**config.mk**
```make
export PLATFORM = sky130hd
export DESIGN_NAME = query_token_scanner_top
export DESIGN_NICKNAME = d
export VERILOG_FILES = /design/src/hdl/qts_pkg.sv /design/src/hdl/qts_scan.sv /design/src/hdl/qts_rsp_fifo.sv /design/src/hdl/query_token_scanner_top.sv
export SDC_FILE = /design/constraint.sdc
export NUM_CORES = 1
export LEC_CHECK = 0
export ABC_AREA = 1
export ABC_CLOCK_PERIOD_IN_PS = 7000
export BUFFER_PORTS_ARGS = -buffer_cell sky130_fd_sc_hd__clkbuf_2
export CAP_MARGIN = 5
export CORE_MARGIN = 4
export CORE_UTILIZATION = 52
export CTS_CLUSTER_SIZE = 30
export DETAILED_ROUTE_END_ITERATION = 7
export PLACE_DENSITY = 0.65
export SYNTH_ARGS = -nofsm -noshare
export SYNTH_HDL_FRONTEND = slang
export SYNTH_SLANG_ARGS = --single-unit
```
**constraint.sdc**
```tcl
create_clock -name clock -period 7 [get_ports clock]
set_input_delay 0.7 -clock clock [delete_from_list [all_inputs] [get_ports clock]]
set_output_delay 0.7 -clock clock [all_outputs]
set_load 0.02 [all_outputs]
```
**src/hdl/qts_pkg.sv**
```systemverilog
// Shared types, constants and character helpers for the query token scanner.
package qts_pkg;

   localparam int POSITION_BITS_DEFAULT = 16;
   localparam int FIELD_BITS = 16;
   localparam int RSP_DEPTH = 4;
   localparam int PTR_BITS = $clog2(RSP_DEPTH);
   localparam int CNT_BITS = $clog2(RSP_DEPTH + 1);
   localparam int KW_LEN = 6;

   localparam logic [7:0] CH_SEMI = 8'h3B;
   localparam logic [7:0] CH_STAR = 8'h2A;
   localparam logic [7:0] CH_DOT = 8'h2E;
   localparam logic [7:0] CH_UNDERSCORE = 8'h5F;
   localparam logic [7:0] CH_QUOTE = 8'h22;
   localparam logic [7:0] CH_NEWLINE = 8'h0A;

   typedef enum logic {
      FUNC_BYTE = 1'b0,
      FUNC_END = 1'b1
   } func_type;

   typedef enum logic [2:0] {
      KIND_SEMI = 3'd0,
      KIND_STAR = 3'd1,
      KIND_STRING = 3'd2,
      KIND_NUMBER = 3'd3,
      KIND_IDENT = 3'd4,
      KIND_INSERT = 3'd5,
      KIND_SELECT = 3'd6,
      KIND_END = 3'd7
   } token_kind_type;

   typedef enum logic [2:0] {
      MODE_IDLE = 3'd0,
      MODE_STRING = 3'd1,
      MODE_INT = 3'd2,
      MODE_DOT = 3'd3,
      MODE_FRAC = 3'd4,
      MODE_IDENT = 3'd5
   } scan_mode_type;

   typedef struct packed {
      token_kind_type kind;
      logic [FIELD_BITS-1:0] start_offset;
      logic [FIELD_BITS-1:0] token_length;
      logic [FIELD_BITS-1:0] line_number;
      logic last_of_run;
   } rsp_type;

   function automatic logic is_digit(logic [7:0] b);
      return b inside {[8'h30:8'h39]};
   endfunction

   function automatic logic is_alpha(logic [7:0] b);
      return (b inside {[8'h61:8'h7A], [8'h41:8'h5A]}) || (b == CH_UNDERSCORE);
   endfunction

   function automatic logic [7:0] kw_insert_char(logic [2:0] idx);
      case (idx)
         3'd0: return 8'h49;  // I
         3'd1: return 8'h4E;  // N
         3'd2: return 8'h53;  // S
         3'd3: return 8'h45;  // E
         3'd4: return 8'h52;  // R
         3'd5: return 8'h54;  // T
         default: return 8'h00;
      endcase
   endfunction

   function automatic logic [7:0] kw_select_char(logic [2:0] idx);
      case (idx)
         3'd0: return 8'h53;  // S
         3'd1: return 8'h45;  // E
         3'd2: return 8'h4C;  // L
         3'd3: return 8'h45;  // E
         3'd4: return 8'h43;  // C
         3'd5: return 8'h54;  // T
         default: return 8'h00;
      endcase
   endfunction

   // bit 0: INSERT still possible, bit 1: SELECT still possible
   function automatic logic [1:0] kw_update(logic [1:0] km, logic idx_ok, logic [2:0] idx,
                                            logic [7:0] b);
      logic [1:0] r;
      r = km;
      if (!idx_ok) begin
         r = 2'b00;
      end else begin
         if (kw_insert_char(idx) != b) r[0] = 1'b0;
         if (kw_select_char(idx) != b) r[1] = 1'b0;
      end
      return r;
   endfunction

endpackage

```
**src/hdl/qts_scan.sv**
```systemverilog
// Scanner state registers and the per-byte token decode.
module qts_scan import qts_pkg::*; #(
   parameter int POSITION_BITS = POSITION_BITS_DEFAULT
) (
   input  logic                 clock,
   input  logic                 reset,
   input  logic                 step_valid,
   input  func_type             step_func,
   input  logic [7:0]           step_byte,
   output rsp_type              res0,
   output rsp_type              res1,
   output logic [1:0]           res_count
);

   localparam logic [POSITION_BITS-1:0] LINE_RESET = POSITION_BITS'(1);
   localparam logic [POSITION_BITS-1:0] KW_LEN_P = POSITION_BITS'(KW_LEN);

   function automatic logic [POSITION_BITS-1:0] sat_add(logic [POSITION_BITS-1:0] v,
                                                        logic [1:0] d);
      logic [POSITION_BITS:0] s;
      s = {1'b0, v} + (POSITION_BITS + 1)'(d);
      return s[POSITION_BITS] ? {POSITION_BITS{1'b1}} : s[POSITION_BITS-1:0];
   endfunction

   scan_mode_type mode_ff, mode_in;
   logic [POSITION_BITS-1:0] start_ff, start_in;
   logic [POSITION_BITS-1:0] pos_ff, pos_in;
   logic [POSITION_BITS-1:0] line_ff, line_in;
   logic [POSITION_BITS-1:0] len_ff, len_in;
   logic [1:0] km_ff, km_in;

   logic b_digit, b_alpha, b_semi, b_star, b_quote, b_dot, b_newline;
   logic flush, restart, second;
   rsp_type flush_tok, second_tok;
   token_kind_type flush_kind;

   assign b_digit = is_digit(step_byte);
   assign b_alpha = is_alpha(step_byte);
   assign b_semi = (step_byte == CH_SEMI);
   assign b_star = (step_byte == CH_STAR);
   assign b_quote = (step_byte == CH_QUOTE);
   assign b_dot = (step_byte == CH_DOT);
   assign b_newline = (step_byte == CH_NEWLINE);

   // token close / restart decode
   always_comb begin
      flush = 1'b0;
      restart = 1'b0;
      if (step_func == FUNC_END) begin
         flush = (mode_ff != MODE_IDLE);
      end else begin
         case (mode_ff)
            MODE_STRING: begin
               flush = b_quote;
            end
            MODE_INT: begin
               flush = !b_digit && !b_dot;
               restart = flush;
            end
            MODE_DOT, MODE_FRAC: begin
               flush = !b_digit;
               restart = flush;
            end
            MODE_IDENT: begin
               flush = !b_alpha && !b_digit;
               restart = flush;
            end
            default: begin
               restart = 1'b1;
            end
         endcase
      end
      second = (step_func == FUNC_END) || (restart && (b_semi || b_star));
   end

   // next state
   always_comb begin
      mode_in = mode_ff;
      start_in = start_ff;
      pos_in = sat_add(pos_ff, 2'd1);
      line_in = line_ff;
      len_in = len_ff;
      km_in = km_ff;
      if (step_func == FUNC_END) begin
         mode_in = MODE_IDLE;
         start_in = '0;
         pos_in = '0;
         line_in = LINE_RESET;
         len_in = '0;
         km_in = 2'b11;
      end else begin
         case (mode_ff)
            MODE_STRING: begin
               len_in = sat_add(len_ff, 2'd1);
               if (b_newline) line_in = sat_add(line_ff, 2'd1);
               if (b_quote) mode_in = MODE_IDLE;
            end
            MODE_INT: begin
               if (b_digit) len_in = sat_add(len_ff, 2'd1);
               else if (b_dot) mode_in = MODE_DOT;
            end
            MODE_DOT: begin
               if (b_digit) begin
                  len_in = sat_add(len_ff, 2'd2);
                  mode_in = MODE_FRAC;
               end
            end
            MODE_FRAC: begin
               if (b_digit) len_in = sat_add(len_ff, 2'd1);
            end
            MODE_IDENT: begin
               if (b_alpha || b_digit) begin
                  km_in = kw_update(km_ff, len_ff < KW_LEN_P, len_ff[2:0], step_byte);
                  len_in = sat_add(len_ff, 2'd1);
               end
            end
            default: begin
            end
         endcase
         if (restart) begin
            start_in = pos_ff;
            len_in = LINE_RESET;
            mode_in = MODE_IDLE;
            if (b_quote) begin
               mode_in = MODE_STRING;
            end else if (b_digit) begin
               mode_in = MODE_INT;
            end else if (b_alpha) begin
               mode_in = MODE_IDENT;
               km_in = kw_update(2'b11, 1'b1, 3'd0, step_byte);
            end else if (!b_semi && !b_star) begin
               len_in = '0;
            end
         end
      end
   end

   // outputs
   always_comb begin
      case (mode_ff)
         MODE_STRING: flush_kind = KIND_STRING;
         MODE_INT, MODE_DOT, MODE_FRAC: flush_kind = KIND_NUMBER;
         MODE_IDENT: begin
            flush_kind = KIND_IDENT;
            if (len_ff == KW_LEN_P) begin
               if (km_ff[0]) flush_kind = KIND_INSERT;
               else if (km_ff[1]) flush_kind = KIND_SELECT;
            end
         end
         default: flush_kind = KIND_END;
      endcase

      flush_tok.kind = flush_kind;
      flush_tok.start_offset = FIELD_BITS'(start_ff);
      flush_tok.token_length = (mode_ff == MODE_STRING && step_func == FUNC_BYTE) ?
                               FIELD_BITS'(sat_add(len_ff, 2'd1)) : FIELD_BITS'(len_ff);
      flush_tok.line_number = FIELD_BITS'(line_ff);
      flush_tok.last_of_run = !second;

      second_tok.kind = (step_func == FUNC_END) ? KIND_END : (b_semi ? KIND_SEMI : KIND_STAR);
      second_tok.start_offset = FIELD_BITS'(pos_ff);
      second_tok.token_length = (step_func == FUNC_END) ? '0 : FIELD_BITS'(1);
      second_tok.line_number = FIELD_BITS'(line_ff);
      second_tok.last_of_run = 1'b1;

      if (flush) begin
         res0 = flush_tok;
         res1 = second_tok;
         res_count = second ? 2'd2 : 2'd1;
      end else begin
         res0 = second_tok;
         res1 = second_tok;
         res_count = second ? 2'd1 : 2'd0;
      end
      if (!step_valid) res_count = 2'd0;
   end

   always_ff @(posedge clock) begin
      if (reset) begin
         mode_ff <= MODE_IDLE;
         start_ff <= '0;
         pos_ff <= '0;
         line_ff <= LINE_RESET;
         len_ff <= '0;
         km_ff <= 2'b11;
      end else if (step_valid) begin
         mode_ff <= mode_in;
         start_ff <= start_in;
         pos_ff <= pos_in;
         line_ff <= line_in;
         len_ff <= len_in;
         km_ff <= km_in;
      end
   end

   a_end_resets: assert property (@(posedge clock) disable iff (reset)
      step_valid && step_func == FUNC_END |=>
         mode_ff == MODE_IDLE && pos_ff == '0 && line_ff == LINE_RESET)
      else $error("scanner state not cleared after end of source");

   a_pair_last: assert property (@(posedge clock) disable iff (reset)
      res_count == 2'd2 |-> !res0.last_of_run && res1.last_of_run)
      else $error("last marker misplaced in token pair");

   a_end_emits: assert property (@(posedge clock) disable iff (reset)
      step_valid && step_func == FUNC_END |-> res_count != 2'd0)
      else $error("end of source produced no token");

endmodule

```
**src/hdl/qts_rsp_fifo.sv**
```systemverilog
// Token queue: takes up to two tokens a cycle, delivers one.
module qts_rsp_fifo import qts_pkg::*; (
   input  logic       clock,
   input  logic       reset,
   input  logic [1:0] push_count,
   input  rsp_type    push0,
   input  rsp_type    push1,
   output logic       has_room,
   output logic       rsp_valid,
   input  logic       rsp_ready,
   output rsp_type    rsp_data
);

   rsp_type mem [RSP_DEPTH];
   logic [PTR_BITS-1:0] wr_ptr_ff, wr_ptr_in;
   logic [PTR_BITS-1:0] rd_ptr_ff, rd_ptr_in;
   logic [CNT_BITS-1:0] count_ff, count_in;
   logic pop;

   assign rsp_valid = (count_ff != '0);
   assign rsp_data = mem[rd_ptr_ff];
   assign pop = rsp_valid && rsp_ready;
   assign has_room = (count_ff <= CNT_BITS'(RSP_DEPTH - 2));

   assign wr_ptr_in = wr_ptr_ff + PTR_BITS'(push_count);
   assign rd_ptr_in = rd_ptr_ff + PTR_BITS'(pop);
   assign count_in = count_ff + CNT_BITS'(push_count) - CNT_BITS'(pop);

   always_ff @(posedge clock) begin
      if (push_count != 2'd0) mem[wr_ptr_ff] <= push0;
      if (push_count == 2'd2) mem[wr_ptr_ff + PTR_BITS'(1)] <= push1;
   end

   always_ff @(posedge clock) begin
      if (reset) begin
         wr_ptr_ff <= '0;
         rd_ptr_ff <= '0;
         count_ff <= '0;
      end else begin
         wr_ptr_ff <= wr_ptr_in;
         rd_ptr_ff <= rd_ptr_in;
         count_ff <= count_in;
      end
   end

   a_no_overflow: assert property (@(posedge clock) disable iff (reset)
      push_count != 2'd0 |-> has_room)
      else $error("token queue written without room");

   a_count_bound: assert property (@(posedge clock) disable iff (reset)
      count_ff <= CNT_BITS'(RSP_DEPTH))
      else $error("token queue count out of range");

endmodule

```
**src/hdl/query_token_scanner_top.sv**
```systemverilog
// Query token scanner: byte stream in, token stream out.
//
// req channel: one request per source byte (tuser = 0, tdata = byte) or an
// end-of-source request (tuser = 1, tdata ignored). rsp channel: tokens with
// kind in tuser and start offset, length and line in tdata; tlast marks the
// final token caused by one request. A request causes zero, one or two tokens.
// A request is held in the input register, then its tokens go to the token queue that drives rsp.
// Throughput: one request per cycle while each request causes at most one
// token and rsp_tready stays high; a request that causes two tokens holds the
// single rsp port for both of them. The rate is set by the four-entry token
// queue, which accepts a new request only while two entries are free.
// When rsp_tready is low the queue fills; once fewer than two entries remain the
// input register holds its request and req_tready drops; nothing is lost.
// Reset (synchronous, active high) empties the queue and the input register
// and returns the scanner to offset 0, line 1, no token open. An end-of-
// source request returns the scanner to the same state.
module query_token_scanner_top import qts_pkg::*; #(
   parameter int POSITION_BITS = POSITION_BITS_DEFAULT
) (
   input  logic        clock,
   input  logic        reset,
   input  logic        req_tvalid,
   output logic        req_tready,
   input  logic [7:0]  req_tdata,   // [7:0] source_byte
   input  logic        req_tuser,   // [0] func
   output logic        rsp_tvalid,
   input  logic        rsp_tready,
   output logic [47:0] rsp_tdata,   // [15:0] start_offset, [31:16] token_length,
                                    // [47:32] line_number
   output logic [2:0]  rsp_tuser,   // [2:0] token_kind
   output logic        rsp_tlast
);

   logic stage_valid_ff, stage_valid_in;
   func_type stage_func_ff;
   logic [7:0] stage_byte_ff;
   logic advance;
   logic has_room;
   rsp_type res0, res1, rsp_data;
   logic [1:0] res_count;

   assign advance = stage_valid_ff && has_room;
   assign req_tready = !stage_valid_ff || advance;
   assign stage_valid_in = (req_tvalid && req_tready) || (stage_valid_ff && !advance);

   always_ff @(posedge clock) begin
      if (reset) begin
         stage_valid_ff <= 1'b0;
      end else begin
         stage_valid_ff <= stage_valid_in;
      end
   end

   always_ff @(posedge clock) begin
      if (req_tvalid && req_tready) begin
         stage_func_ff <= func_type'(req_tuser);
         stage_byte_ff <= req_tdata;
      end
   end

   qts_scan #(
      .POSITION_BITS(POSITION_BITS)
   ) u_scan (
      .clock(clock),
      .reset(reset),
      .step_valid(advance),
      .step_func(stage_func_ff),
      .step_byte(stage_byte_ff),
      .res0(res0),
      .res1(res1),
      .res_count(res_count)
   );

   qts_rsp_fifo u_rsp_fifo (
      .clock(clock),
      .reset(reset),
      .push_count(res_count),
      .push0(res0),
      .push1(res1),
      .has_room(has_room),
      .rsp_valid(rsp_tvalid),
      .rsp_ready(rsp_tready),
      .rsp_data(rsp_data)
   );

   assign rsp_tdata = {rsp_data.line_number, rsp_data.token_length, rsp_data.start_offset};
   assign rsp_tuser = rsp_data.kind;
   assign rsp_tlast = rsp_data.last_of_run;

endmodule

```
# [Word-level counts from Yosys, hierarchy flattened]
# Memories as Yosys holds them, arrays and structs flattened. A register that Yosys moved wholly into a read port is not among the register bits.
# Cells that the tools add are included.
[word_totals] ff_bits=86 ram_bits=208 input_bits=13 output_inout_bits=54 word_cells=187 memories=1
[classes] n_addsub=9 n_lt_le_gt_ge=8 n_eq_ne=28 n_mux=84 bitwise_logic=1 reduce_logical=44
[mem_list] memory="u_rsp_fifo.mem" depth=4 width=52 rd=1 rd_ports_with_merged_regs=1 write_ports=2 line="qts_rsp_fifo.sv:14" text="rsp_type mem [RSP_DEPTH];"
[op_table] operator="two-way mux 16 bit" n=19
[op_table] operator="two-way mux 8 bit" n=18
[op_table] operator="one-hot mux 16 bit (4 select lines)" n=1
[op_table] operator="two-way mux 52 bit" n=1
[op_table] operator="adder 16 x 1 -> 17 bit, second input constant" n=3
[op_table] operator="one-hot mux 7 bit (6 select lines)" n=1
[op_table] operator="two-way mux 3 bit" n=12
[op_table] operator="one-hot mux 7 bit (5 select lines)" n=1
[op_table] operator="equality test 8 x 6 -> 1 bit, second input constant" n=4
[op_table] operator="!= test 8 bit" n=4
[op_table] operator="two-way mux 2 bit" n=13
[op_table] operator="one-hot mux 3 bit (3 select lines)" n=2
[op_table] operator="adder 16 x 2 -> 17 bit, second input constant" n=1
[op_table] operator="equality test 16 x 3 -> 1 bit, second input constant" n=1
[op_table] operator=">= comparator 8 x 7 -> 1 bit, second input constant" n=2
[op_table] operator="less-or-equal comparator 8 x 7 -> 1 bit, second input constant" n=2
[op_table] operator="less-than comparator 16 x 3 -> 1 bit, second input constant" n=1
[op_table] operator="!= test 4 x 2 -> 1 bit, second input constant" n=4
[op_table] operator="two-way mux 1 bit" n=14
[op_table] operator="equality test 3 x 2 -> 1 bit, second input constant" n=4
[op_table] operator="equality test 3 bit, second input constant" n=4
[op_table] operator="logical AND 1 bit" n=12
[op_table] operator="nonzero test 2 bit" n=5
[op_table] operator="equality test 8 x 4 -> 1 bit, second input constant" n=1
[op_table] operator="other kinds (27)" n=44

# [Depth between registers and ports, before layout]
# Gate-level depths: netlist of the first run.
[depth] depth_word=18 ltp_mapped=24 mapped_depth_nobuf=22

# [Hierarchy]
# A second synthesis of the first run with hierarchy kept.
[hier_totals] hier_cells=2086 area_unflattened_um2=16644.7
[by_module_without_submodules] module="qts_rsp_fifo" n_inst=1 cells_each=1081 area_each_um2=10435.0 seq_area_each_um2=6386.1
[by_module_without_submodules] module="qts_scan" n_inst=1 cells_each=988 area_each_um2=5884.4 seq_area_each_um2=1381.3
[by_module_without_submodules] module="query_token_scanner_top" n_inst=1 cells_each=17 area_each_um2=325.3 seq_area_each_um2=290.3

# [Worst setup path after synthesis of the first run]
# OpenSTA, ideal clock, no wires.
[synth_path] path_kind="register to register" start="reg stage_byte_ff[4]" end="mem u_rsp_fifo.mem[3][28] (netlist bit)" setup_ns=0.131 t_arrival_ns=3.792 required_ns=6.869 slack_ns=3.077 stages_incl_launch_ff=23 n_path_buf=2 period_less_slack_ns=3.923 cell_sequence="edfxtp_1 > inv_2 > nand2_1 > nor2_4 > nand2_1 > nand2_1 > nand2_2 > nand2_4 > o2111ai_4 > nand2_4 > inv_4 > buf_6 > ha_1 > inv_1 > nor2_2 > nor2_1 > nor2_2 > inv_1 > nand2_1 > inv_1 > clkbuf_1 > nand2_1 > o21ai_0"
[synth_lines] item="start: declaration" line="query_token_scanner_top.sv:36" text="logic [7:0] stage_byte_ff;"
[synth_lines] item="start signal: assignment" line="query_token_scanner_top.sv:57" text="stage_byte_ff <= req_tdata;"
[synth_lines] item="end: declaration" line="qts_rsp_fifo.sv:14"

==> key figures, run 1 <==
Clock tree
  • Post-cts repair resize count: 0
  • Postcts setup bufs: 0
  • Max clock buf depth: 3
  • # hold bufs at CTS: 0
  • Worst-path clk slew: 60 ps
  • Root Buffer: clkbuf_16
  • CTS Buf Count: 34
  • Clock tree from TritonCTS: yes
  • H-tree levels: 2
  • Clk sink count: 294
  • Clock Latency Late Sink: 510 ps

Layout
  • Design area: 17000 um^2
  • Layout area overhead: 9.70%
  • Commonest non-fill, non-tap cells in the layout: 500 x nand2_1, 274 x nor2_1, 177 x o21ai_0
  • Antenna cells: 0
  • Final non-filler cell total: 2428
  • Fin nets: 2048
  • Area of the multi-input gates: 6980 um^2
  • Leading cell type in the layout, fill and taps excluded: nand2_1
  • Share of cells above drive strength 1: 0.103
  • Fillers: 2760
  • Seq. cell area: 7420 um^2

Floorplan
  • Core area: 29000 um^2
  • Width of the die: 180 um
  • Row cnt: 62
  • Die Area: 32600 um^2
  • Die Height: 180 um
  • Initial Util: 0.533
  • IO Pins: 67

Routing
  • WL/cell: 17.6 um
  • Antenna-violating nets left: 0
  • DRC violations left: 0
  • Initial DRC Count: 1365
  • TritonRoute pass-1 iters: 6
  • Vias: 13700
  • Overall routed net length: 42.8 mm
  • Drt via density: 5.64

Yosys
  • Cells after synthesis: 2019
  • Main area contributors after synthesis: edfxtp_1 30%, dfxtp_1 18%, nand2_1 12%
  • Syn avg cell area: 7.66 um^2
  • Yosys warnings: 0
  • Post-synth ARST share: 0
  • Top-area cell type share of the netlist area: 0.297
  • Syn Nets: 2049
  • Synth area leader: edfxtp_1
  • Ys flop type: edfxtp_1
  • EDFF count, synth: 153
  • Sequential fraction of the synthesis area: 0.480
  • Synthesized flop and latch total: 294
  • Post-Syn Area: 15500 um^2
  • Unique masters post-synth: 45

Timing
  • Setup tns final: 0 ps
  • Clock Skew: 11.5 ps
  • Max Freq: 192 MHz
  • Fin crit period: 5210 ps
  • Max-slew headroom: 0.224
  • Final Max Slew Viols: 0
  • RSZ-0062 raised after global routing: no
  • Post-route setup slack: 1790 ps
  • Final cycle utilization of the critical path: 0.744
  • Measured slew at the worst slew-check pin: 1160 ps
  • # setup viols final: 0
  • Final hold violation count: 0
  • Hold slack: 365 ps

Global route
  • Number of global-route vias before repair: 12900
  • First-pass GRT wire length: 69.2 mm
  • Antenna violations before repair: 0
  • Total GRT Usage: 0.257
  • Largest net degree at the start of global routing: 67
  • Overall overflow remaining after global route: 0

Placement
  • Detailed placement HPWL: 27.3 mm
  • Dpl cell area: 15900 um^2
  • PortBufs: 66
  • Post-Place Worst Slack: 1900 ps
  • Placed cells: 2366
  • GP Congestion: 0.948

Worst setup path
  • Crit path kind: reg2reg
  • CP arrival: 5580 ps
  • CP Max Fanout: 31
  • Worst Setup End Kind: flip-flop
  • Req. time, crit path: 7370 ps
  • Startpoint Class: flip-flop

Pwr
  • Maximum VDD drop: 230 uV
  • Lkg Pwr: 0.00640 uW
  • Cell Pwr Density: 311 nW/um^2

Worst hold path
  • Hold Crit Class: in2reg

Run status
  • Status: complete, no violations

Job
  • Max-cap violation count: 0
[per-layer routing]
layer,track usage,part of all wire,wire (um)
met5,0,0,0
met4,0.0665,0.021,886
met3,0.0369,0.076,3240
met2,0.413,0.46,19500
met1,0.367,0.45,19200
[area by class of cell]
class / count / share of cell area
clock buffers: 49 / 0.0559
inverters: 150 / 0.0333
clock inverters: 13 / 0.00767
flip-flops and latches: 294 / 0.438
well taps: 384 / 0.0283
repair buffers: 80 / 0.0257
multi-input cells: 1458 / 0.411
[worst max-delay path, stage by stage (launching register included)]
cell	delay, ps
edfxtp_1	540
inv_1	610
o2111ai_4	310
nand2_4	270
inv_4	260
ha_1	410
inv_1	60
nor2_2	160
nor2_1	100
nor2_2	780
inv_1	640
nand2_2	200
inv_1	440
nand2_1	190
o21ai_1	90
[metrics by stage]
stage          utilization  total power, uW
2_1_floorplan            -             3110
3_3_place_gp         0.547             3560
3_5_place_dp         0.547             3580
4_1_cts              0.585             5300
5_1_grt              0.585             5550
6_report             0.585             5280
[cells by family after synthesis]
logic type,after synthesis,synth area share
AND/OR/NAND/NOR,1019,0.284
AO/OA/AOI/OAI,394,0.136
flip-flops,294,0.480
buffers and inverters,267,0.0696
XOR/XNOR,28,0.0159
adder cells (fa/ha/maj),17,0.0142
[cell usage after synthesis, drive strengths merged (2+ instances only)]
| master | n |
|---|---|
| or2 | 3 |
| edfxtp | 153 |
| ha | 16 |
| xnor2 | 3 |
| nand3b | 3 |
| nor4 | 5 |
| inv | 146 |
| buf | 36 |
| a31oi | 6 |
| nand3 | 136 |
| o211ai | 2 |
| nand4 | 30 |
| nor2 | 288 |
| o21ai | 239 |
| o22ai | 61 |
| xor2 | 25 |
| dfxtp | 141 |
| nor3 | 20 |
| nand2 | 532 |
| a21oi | 82 |
| clkinv | 4 |
| clkbuf | 81 |
[path summary, 6_finish.rpt]
path | depth (start not counted) | slack [ps] | endpoint | start
min reg2reg | 2 | 450 | u_rsp_fifo.mem[1][23] | u_rsp_fifo.mem[1][23]
max | 14 | 1790 | u_rsp_fifo.mem[3][18] | stage_func_ff
max reg2reg | 14 | 1790 | u_rsp_fifo.mem[3][18] | stage_func_ff
min | 1 | 370 | stage_byte_ff[2] | req_tdata[2]
[sequential cells by signal, summed over array words and instances (netlist names), 2 cells and up]
name,flops
u_rsp_fifo.mem,208
u_scan.len_ff,16
u_scan.line_ff,16
u_scan.pos_ff,16
u_scan.start_ff,16
stage_byte_ff,8
u_rsp_fifo.count_ff,3
u_scan.mode_ff,3
u_rsp_fifo.rd_ptr_ff,2
u_rsp_fifo.wr_ptr_ff,2
u_scan.km_ff,2
[power by group]
| group | total [uW] | internal (uW) | switching (uW) |
|---|---|---|---|
| Clock | 1730 | 1020 | 703 |
| Combinational | 1530 | 416 | 1120 |
| Sequential | 2020 | 1940 | 82.8 |
No activity file was read; power rests on OpenSTA's default activity.
==> inputs of run 2 (changes only) <==
Settings changed: ABC_CLOCK_PERIOD_IN_PS 7000 to 4200, PLACE_DENSITY 0.65 to 0.68.
Clock period 7 ns to 4.2 ns, I/O delays scaled along.
==> run 2 against run 1 <==
Sequential power increased by 67%. Clock power rose by 82%. Clock-buffer cell count decreased by 4. Sequential share of layout area is 0.73 points lower. Cell count grew 0.70%. Sequential cell count unchanged. Worst hold slack got worse by 290 ps. Non-clock buffer count up 18. Critical path depth up 7. Total power grew 73%. Via count up 1.9%. Clock skew shrank 0.61 ps. Highest routed layer unchanged.
==> key figures, run 2 (same netlist as run 1, synthesis figures left out) <==
Run status
  • Status: complete, no violations

Routing
  • Met3 wire length: 3.20 mm (-1.2%)
  • WL met2: 19.7 mm (+0.91%)
  • Drt via density: 5.71 (+1.2%)
  • Top layer in use: met4
  • Post-Route M1 WL: 19.4 mm (+1.2%)
  • Antenna-violating nets left: 0 (unchanged)
  • Initial DRC Count: 1490 (+9.2%)
  • WL/cell: 17.6 um (about the same)
  • Vias: 14000 (+1.9%)
  • TritonRoute pass-1 iters: 6 (unchanged)
  • Overall routed net length: 43.1 mm (+0.75%)
  • DRC violations left: 0 (unchanged)

Worst hold path
  • Hold Path Stages: 1 (unchanged)
  • Hold Crit Class: in2reg
  • Hold Path Sink: stage_byte_ff[6]
  • HP Start: req_tdata[6]

Timing
  • Setup tns final: 0 ps (unchanged)
  • Final Max Slew Viols: 0 (unchanged)
  • Max Freq: 279 MHz (+45%)
  • Final cycle utilization of the critical path: 0.854 (+0.110)
  • Measured slew at the worst slew-check pin: 1150 ps (-14.7 ps)
  • Max-slew headroom: 0.229 (+0.00478)
  • RSZ-0062 raised after global routing: no
  • Clock Skew: 10.9 ps (-0.605 ps)
  • # setup viols final: 0 (unchanged)
  • Final hold violation count: 0 (unchanged)
  • Fin crit period: 3590 ps (-1620 ps)

Layout
  • Leading cell type in the layout, fill and taps excluded: nand2_1
  • Area of the multi-input gates: 6980 um^2 (about the same)
  • Fillers: 2632 (-4.6%)
  • Max FFs per register: 208 (unchanged)
  • Layout area overhead: 11.6%
  • Commonest non-fill, non-tap cells in the layout: 500 x nand2_1, 274 x nor2_1, 177 x o21ai_0
  • Fin nets: 2066 (+0.88%)
  • Antenna cells: 0 (unchanged)
  • Biggest register: u_rsp_fifo.mem
  • Share of cells above drive strength 1: 0.114 (+0.0113)
  • Seq. cell area: 7420 um^2 (unchanged)

Floorplan
  • Die Area: 32600 um^2 (unchanged)
  • Initial Util: 0.533 (unchanged)
  • Width of the die: 180 um (unchanged)
  • Core area: 29000 um^2 (unchanged)
  • Row cnt: 62 (unchanged)
  • IO Pins: 67 (unchanged)
  • Die Height: 180 um (unchanged)

Worst setup path
  • CP Max Fanout: 31 (unchanged)
  • Most frequent CP cell: nand2_1
  • R2R Path End: u_rsp_fifo.mem[3][30]
  • Worst Setup End Kind: flip-flop
  • Req. time, crit path: 4600 ps (-2770 ps)
  • Crit path kind: reg2reg
  • R2R setup slack: 610 ps (-1180 ps)
  • Crit path max-delay family: simple AND/OR/NAND/NOR gates
  • CP arrival: 3990 ps (-1590 ps)
  • Slowest cell on the critical path: edfxtp_1
  • Levels on crit path: 21 (+7)
  • Reg2Reg Depth: 21 (+7)
  • Worst reg2reg startpoint: stage_byte_ff[4]
  • CP cell instances: inv_2, nand2_1, nor2_4, nand2_1, nand2_1, nand2_2, nand2_4, nand3_4, nand2_1, nand2_1, ha_1, inv_1, nor2_2, nor2_1, nor2_4, inv_1, nand2_2, inv_1, buf_4, nand2_1, o21ai_0
  • Crit-path max cell delay: 480 ps (-300 ps)
  • Buf+Inv Stages, Crit Path: 5 (unchanged)
  • Startpoint Class: flip-flop

Pwr
  • Lkg Pwr: 0.00665 uW (+3.9%)
  • Pwr Total: 9130 uW (+73%)
  • Maximum VDD drop: 298 uV (+30%)
  • Cell Pwr Density: 529 nW/um^2 (+70%)

Clock tree
  • Clock tree from TritonCTS: yes
  • CTS Buf Count: 34 (unchanged)
  • Post-cts repair resize count: 0 (unchanged)
  • Worst-path clk slew: 50 ps (about the same)
  • Clock Latency Late Sink: 530 ps (+20 ps)
  • Postcts setup bufs: 0 (unchanged)
  • Root Buffer: clkbuf_16
  • Clk sink count: 294 (unchanged)
  • # hold bufs at CTS: 0 (unchanged)
  • H-tree levels: 2 (unchanged)
  • Max clock buf depth: 3 (unchanged)

Placement
  • Detailed placement HPWL: 27.7 mm (+1.2%)
  • GP Congestion: 0.920 (-2.9%)
  • PortBufs: 66 (unchanged)

Global route
  • First-pass GRT wire length: 69.8 mm (+0.85%)
  • Total GRT Usage: 0.259 (+0.00197)
  • Overall overflow remaining after global route: 0 (unchanged)
  • Number of global-route vias before repair: 13100 (+1.5%)
  • Largest net degree at the start of global routing: 106 (+58%)
  • Antenna violations before repair: 0 (unchanged)

Job
  • Max-cap violation count: 0 (unchanged)
==> run 2: cell count changes in the layout (fill, tap and decap cells not counted), moves of 2 or more <==
cell | previous run | this run
buf_4 | 14 | 31
clkinv_8 | 0 | 2
clkbuf_1 | 12 | 5
bufinv_16 | 2 | 5
clkbuf_8 | 2 | 4
clkinv_2 | 6 | 4
==> run 2: worst max-delay path by stage <==
stage,start,end,slack [ps]
after CTS,stage_byte_ff[4],u_rsp_fifo.mem[3][41],340
after global placement,stage_byte_ff[4],u_rsp_fifo.mem[3][39],450
after detailed placement,stage_byte_ff[4],u_rsp_fifo.mem[3][28],360
final,stage_byte_ff[4],u_rsp_fifo.mem[3][30],610
after floorplan,stage_byte_ff[4],u_rsp_fifo.mem[3][28],280
after global routing,stage_byte_ff[4],u_rsp_fifo.mem[3][28],250
==> run 2: report_power, final <==
part | internal, uW | total [uW] | switching, uW | leakage (uW)
combinational | 723 | 2600 | 1870 | 0.00351
clock | 1930 | 3150 | 1220 | 0.000591
sequential | 3220 | 3370 | 149 | 0.00255
total | 5880 | 9130 | 3250 | 0.00665
==> run 2: final cells by class <==
type / count / area share
Inverter: 150 / 0.0328
Clock inverter: 16 / 0.0150
Sequential cell: 294 / 0.430
Clock buffer: 45 / 0.0554
Tap cell: 384 / 0.0279
Timing Repair Buffer: 98 / 0.0338
Multi-Input combinational cell: 1458 / 0.405
==> run 2: routing by layer <==
layer	up-vias	global-route usage
met3	68	0.0408
met4	0	0.0675
met5	-	0
met2	507	0.413
met1	6621	0.371
li1	6770	-
==> run 2: stage by stage <==
stage	hold WS, ps	cell area (um^2)	cells	util	setup slack, ps
6_report	74.1	17200	2445	0.594	611
4_1_cts	58.4	17200	2445	0.594	337
3_5_place_dp	440	16000	2384	0.552	358
5_1_grt	64.2	17200	2445	0.594	249
3_3_place_gp	438	16000	2384	0.552	446
2_1_floorplan	423	15500	2019	-	277
